==> src/rtl/ibwt_pkg.sv <==
// ----------------------------------------------------------------------------
// ibwt_pkg
// Shared types and constants of the inverse BWT block decoder.
// ----------------------------------------------------------------------------
package ibwt_pkg;
    localparam int BlockSize = 1024;
    localparam int AddrW = $clog2(BlockSize);
    localparam int CntW = AddrW + 1;
    localparam int SymN = 256;

    typedef enum logic [1:0] {
        KIND_LOAD  = 2'd0,
        KIND_START = 2'd1,
        KIND_READ  = 2'd2,
        KIND_NONE  = 2'd3
    } t_kind;

    typedef enum logic [1:0] {
        ST_OK    = 2'd0,
        ST_RANGE = 2'd1,
        ST_EMPTY = 2'd2,
        ST_NONE  = 2'd3
    } t_status;

    typedef struct packed {
        logic [1:0] kind;
        logic [7:0] byte_value;
        logic [9:0] primary_index;
    } t_in;

    typedef struct packed {
        logic [7:0] decoded_byte;
        logic       last_byte;
        logic [1:0] status;
    } t_out;
endpackage

==> src/rtl/ibwt_if.sv <==
// ----------------------------------------------------------------------------
// ibwt_in_if / ibwt_out_if
// Valid/ready channels of the decoder.
// ----------------------------------------------------------------------------
interface ibwt_in_if;
    logic       valid;
    logic       ready;
    logic [1:0] kind;
    logic [7:0] byte_value;
    logic [9:0] primary_index;
    modport source(output valid, kind, byte_value, primary_index, input ready);
    modport sink(input valid, kind, byte_value, primary_index, output ready);
endinterface


==> src/rtl/ibwt_front.sv <==
// ----------------------------------------------------------------------------
// ibwt_front
// Accept input items, drop unused kinds, queue the rest for the engine.
// ----------------------------------------------------------------------------
module ibwt_front (
    input  logic          i_clk,
    input  logic          i_rst_n,
    ibwt_in_if.sink       i_in,
    output logic          o_q_valid,
    output ibwt_pkg::t_in o_q_item,
    input  logic          i_q_pop
);
    import ibwt_pkg::*;

    logic [1:0] r_cnt;
    logic       r_wp;
    logic       r_rp;
    t_in        r_q [2];
    logic       w_push;

    assign i_in.ready = (r_cnt != 2'd2);
    assign w_push = i_in.valid && i_in.ready && (i_in.kind != KIND_NONE);
    assign o_q_valid = (r_cnt != 2'd0);
    assign o_q_item = r_q[r_rp];

    always_ff @(posedge i_clk) begin
        if (!i_rst_n) begin
            r_cnt <= '0;
            r_wp  <= 1'b0;
            r_rp  <= 1'b0;
        end else begin
            if (w_push) begin
                r_q[r_wp] <= '{i_in.kind, i_in.byte_value, i_in.primary_index};
                r_wp <= ~r_wp;
            end
            if (i_q_pop) begin
                r_rp <= ~r_rp;
            end
            r_cnt <= r_cnt + {1'b0, w_push} - {1'b0, i_q_pop};
        end
    end
endmodule

==> src/flat_wrapper.sv <==
// flat-port wrapper written by rule: the top's interface ports become plain ports
module ibwt_front_flat import ibwt_pkg::*;
  (i_clk, i_rst_n, o_q_valid, o_q_item, i_q_pop, i_in_valid, i_in_kind, i_in_byte_value, i_in_primary_index, i_in_ready);
  ibwt_in_if i_in_i ();
  input  logic i_clk;
  input  logic i_rst_n;
  output logic o_q_valid;
  output ibwt_pkg::t_in o_q_item;
  input  logic i_q_pop;
  input wire logic [$bits(i_in_i.valid)-1:0] i_in_valid;
  input wire logic [$bits(i_in_i.kind)-1:0] i_in_kind;
  input wire logic [$bits(i_in_i.byte_value)-1:0] i_in_byte_value;
  input wire logic [$bits(i_in_i.primary_index)-1:0] i_in_primary_index;
  output wire logic [$bits(i_in_i.ready)-1:0] i_in_ready;
  assign i_in_i.valid = i_in_valid;
  assign i_in_i.kind = i_in_kind;
  assign i_in_i.byte_value = i_in_byte_value;
  assign i_in_i.primary_index = i_in_primary_index;
  assign i_in_ready = i_in_i.ready;
  ibwt_front u_core (.i_clk(i_clk), .i_rst_n(i_rst_n), .i_in(i_in_i), .o_q_valid(o_q_valid), .o_q_item(o_q_item), .i_q_pop(i_q_pop));
endmodule
==> config.mk <==
export PLATFORM = sky130hd
export DESIGN_NAME = ibwt_front_flat
export DESIGN_NICKNAME = d
export VERILOG_FILES = /design/src/rtl/ibwt_pkg.sv /design/src/rtl/ibwt_if.sv /design/src/rtl/ibwt_front.sv /design/src/flat_wrapper.sv
export SDC_FILE = /design/constraint.sdc
export NUM_CORES = 1
export LEC_CHECK = 0
export BUFFER_PORTS_ARGS = -buffer_cell sky130_fd_sc_hd__buf_2
export CAP_MARGIN = 0
export CORE_AREA = 2 2 49 74
export DETAILED_ROUTE_END_ITERATION = 10
export DIE_AREA = 0 0 51 76
export GPL_TIMING_DRIVEN = 0
export MAX_ROUTING_LAYER = met4
export PLACE_DENSITY = 0.79
export SKIP_LAST_GASP = 1
export SLEW_MARGIN = 10
export SYNTH_ARGS = -nofsm -noshare
export SYNTH_HDL_FRONTEND = slang
export SYNTH_SLANG_ARGS = --single-unit
==> constraint.sdc <==
create_clock -name i_clk -period 5.8 [get_ports i_clk]
set_clock_uncertainty 0.1 [all_clocks]
set_input_delay 0.87 -clock i_clk [delete_from_list [all_inputs] [get_ports i_clk]]
set_output_delay 0.87 -clock i_clk [all_outputs]
set_load 0.02 [all_outputs]
==> run metrics <==
mapped cell area 1680 um2; total net switching power 181 uW; launch instance of the worst register-to-register path u_core.r_cnt[0]; internal portion of total power 562 uW; worst slew pin tran 0.870 ns; Slowest Stage Delay on Critical Path 0.35 ns; share of post-route cells with drive strength above 1 approximately two fifths; total of cells resized after clock tree synthesis 0; area added between synthesis and finish 23.9%; Global Route met2 Usage between 20 and 30%; path type of the worst setup path reg -> out; final antenna-violating net count 0; post-route standard cell area excluding fillers 2080 um2; flops & latches, synth 45; Die Ht roughly 76 um; Vias/cell 4.98; GR met3 Demand/Resource under 10%; clock root buffer sky130_fd_sc_hd__clkbuf_8; worst rel slew slack between 40% and 50%; sum of net half-perimeters after detailed placement 2010 um; synthesized-area fraction occupied by and/or/nand/nor cells ~4.5%; Max-cap violations 0; maximum clock frequency roughly 430 MHz; post-CTS repair timing setup buffer count 0; Initial Util 51.2%; largest fanout on the critical path 10; most frequent standard cell in the layout excluding fill and tap cells sky130_fd_sc_hd__buf_2; fraction of synthesized cell area in xor and xnor cells 1.56%; met1 Track Usage GR 14.2%; total number of vias 911; drt total wl 2790 um; Post-Syn Instances 87; area fraction in compound gates after synthesis 0.372%; overall die area around 3900 um2; cell chain of the critical path buf_4, mux2_1, buf_2; Synth warnings 0; most used cells in the layout excluding fill and tap cells sky130_fd_sc_hd__buf_2 (45), sky130_fd_sc_hd__edfxtp_1 (40), sky130_fd_sc_hd__mux2_1 (20), sky130_fd_sc_hd__dfxtp_1 (5), sky130_fd_sc_hd__clkbuf_8 (5); clock slew seen by the registers of the worst setup and hold paths around 0.07 ns; startpoint type of the worst setup path register; final-report setup violation count 0; Critical Path End Type output pin; Post-Syn Area per Cell approximately 19 um2; Leakage around 0.0008 uW; global-route layer with the greatest usage met2; worst slack on hold paths 0.422 ns; Routed wire per std cell 15.2 um; Post-CTS Hold Fix Bufs 0; number of pins exceeding their max-slew limit in the final report 0; Hold/Removal Path Class reg -> reg; buffers from clock root to sink, at most 2; start point of the worst hold path u_core.r_wp; cell with the largest stage delay on the worst path sky130_fd_sc_hd__dfxtp_1; share of synthesized area occupied by flip-flops and latches 77.4%; Iter 0 DRT Violations 32; Clock Latency Late Sink 0.29 ns; floorplan row count 26; worst path required time 4.83 ns; count of H-tree levels built during CTS 2; Clock Power Share ~30%; final-report hold violation count 0; maximum number of pins on one net before global-route repair 21; outcome complete, no violations; net total in the final layout between 150 and 200; overall global routing resource usage 16.2%; signal arrival time at the worst endpoint about 1.4 ns; multiplexer area fraction after synthesis 13.4%; number of cells in the finished layout apart from fillers 183; total clock buffers created by CTS 5; Cells after DPL 175; power per cell area 357 nW/um2; summed negative setup slack over all endpoints 0 ns; global placer's final weighted congestion 0.671; floorplan die width approximately 51 um; library cells used by synthesis 17; final critical-path share of the clock period about two fifths; area of placed instances 1980 um2; number of sinks on the clock net 45; Gate power share between 10% and 20%; Pre-Repair DR Iteration Count 4; boundary pin count 46; setup repair after global routing missed its margin false; cell family with most CP delay buffers and inverters; worst vdd rail ir drop 0.000212 V; via count of the first global-routing pass just under 1k; Residual DRC 0; first-pass GRT wire length 4350 um; Port Buffers 45; sequential share of power 52.6%; TritonCTS clock tree done; buffering stage count on the worst path with inverters included 2; number of antenna repair diodes 0; dominant combinational cell family by area after synthesis multiplexers; global route total overflow 0; fraction of power spent switching nets 24.3%; Core ar. 3290 um2; antenna violations before repair 0; synthesized net count around 110; post-layout minimum cycle time 2.33 ns; adder and majority gate portion of the synthesized area 1.49%
per-layer routing:
layer  share of wire (%)  vias up
met4                 3.2        0
met1                  33      439
met2                  59       30
met3                 4.6        9
met5                   0        -
li1                    -      433
sequential cells by signal, indices dropped and copies added, names as in the netlist, named ones only:
name,count
u_core.r_cnt,2
u_core.r_rp,1
u_core.r_q,40
u_core.r_wp,1
cell type report:
class                      count  area (um2)
sequential                    45        1300
fill                         254        1200
multi-input combinational     38         360
timing repair buffer          46         240
clock buffer                   6        72.6
tap                           42        52.6
clock inverter                 2        33.8
buffer                         2        15.0
inverter                       2        7.51
cells in the mapped netlist:
master,count,share of area [%]
sky130_fd_sc_hd__and2_1,4,1.5
sky130_fd_sc_hd__and3_1,1,0.37
sky130_fd_sc_hd__and3_4,1,0.67
sky130_fd_sc_hd__buf_4,2,0.89
sky130_fd_sc_hd__dfxtp_1,5,6.0
sky130_fd_sc_hd__edfxtp_1,40,71
sky130_fd_sc_hd__ha_1,2,1.5
sky130_fd_sc_hd__inv_1,2,0.45
sky130_fd_sc_hd__mux2_1,20,13
sky130_fd_sc_hd__nand2_1,2,0.45
sky130_fd_sc_hd__nand2b_2,1,0.52
sky130_fd_sc_hd__nand4_1,1,0.37
sky130_fd_sc_hd__nor2_1,1,0.22
sky130_fd_sc_hd__o22ai_1,1,0.37
sky130_fd_sc_hd__or2_1,1,0.37
sky130_fd_sc_hd__xnor2_1,2,1.0
sky130_fd_sc_hd__xor2_1,1,0.52
path summary, 6_finish.rpt:
path                           end  slack, ns  cells after the start
setup reg to reg  u_core.r_q[1][5]       3.91                      3
hold reg to reg        u_core.r_wp       0.42                      2
hold / removal         u_core.r_wp       0.42                      2
setup / recovery      o_q_item[18]       3.47                      3
logic make-up (layout without fill, tap and decap cells):
kind of cell | Yosys count | after routing
flops | 45 | 45
mux | 20 | 20
simple gates | 12 | 12
buf+inv | 4 | 58
xor+xnor | 3 | 3
fa+ha+maj | 2 | 2
compound gates | 1 | 1
metrics by stage:
| stage | setup WS [ns] | total power (uW) | util, % |
|---|---|---|---|
| 4_1_cts | 3.45 | 751 | 63.4 |
| 3_5_place_dp | 3.26 | 530 | 60.2 |
| 5_1_grt | 3.41 | 771 | 63.4 |
| 6_report | 3.47 | 743 | 63.4 |
| 2_1_floorplan | 3.38 | 480 | - |
| 3_3_place_gp | 2.88 | 517 | 59.6 |
worst register-to-register path: stages, from the launching register on:
cell	delay [ns]
sky130_fd_sc_hd__dfxtp_1	0.35
sky130_fd_sc_hd__nand2b_2	0.14
sky130_fd_sc_hd__and3_4	0.20
sky130_fd_sc_hd__and3_1	0.74
power groups by stage:
stage          Sequential (uW)  Clock (uW)  Combinational, uW
2_1_floorplan              394           0               86.0
3_3_place_gp               396           0                121
3_5_place_dp               398           0                132
4_1_cts                    391         226                133
5_1_grt                    393         238                141
6_report                   391         221                130
No activity file was read; power rests on OpenSTA's default activity.
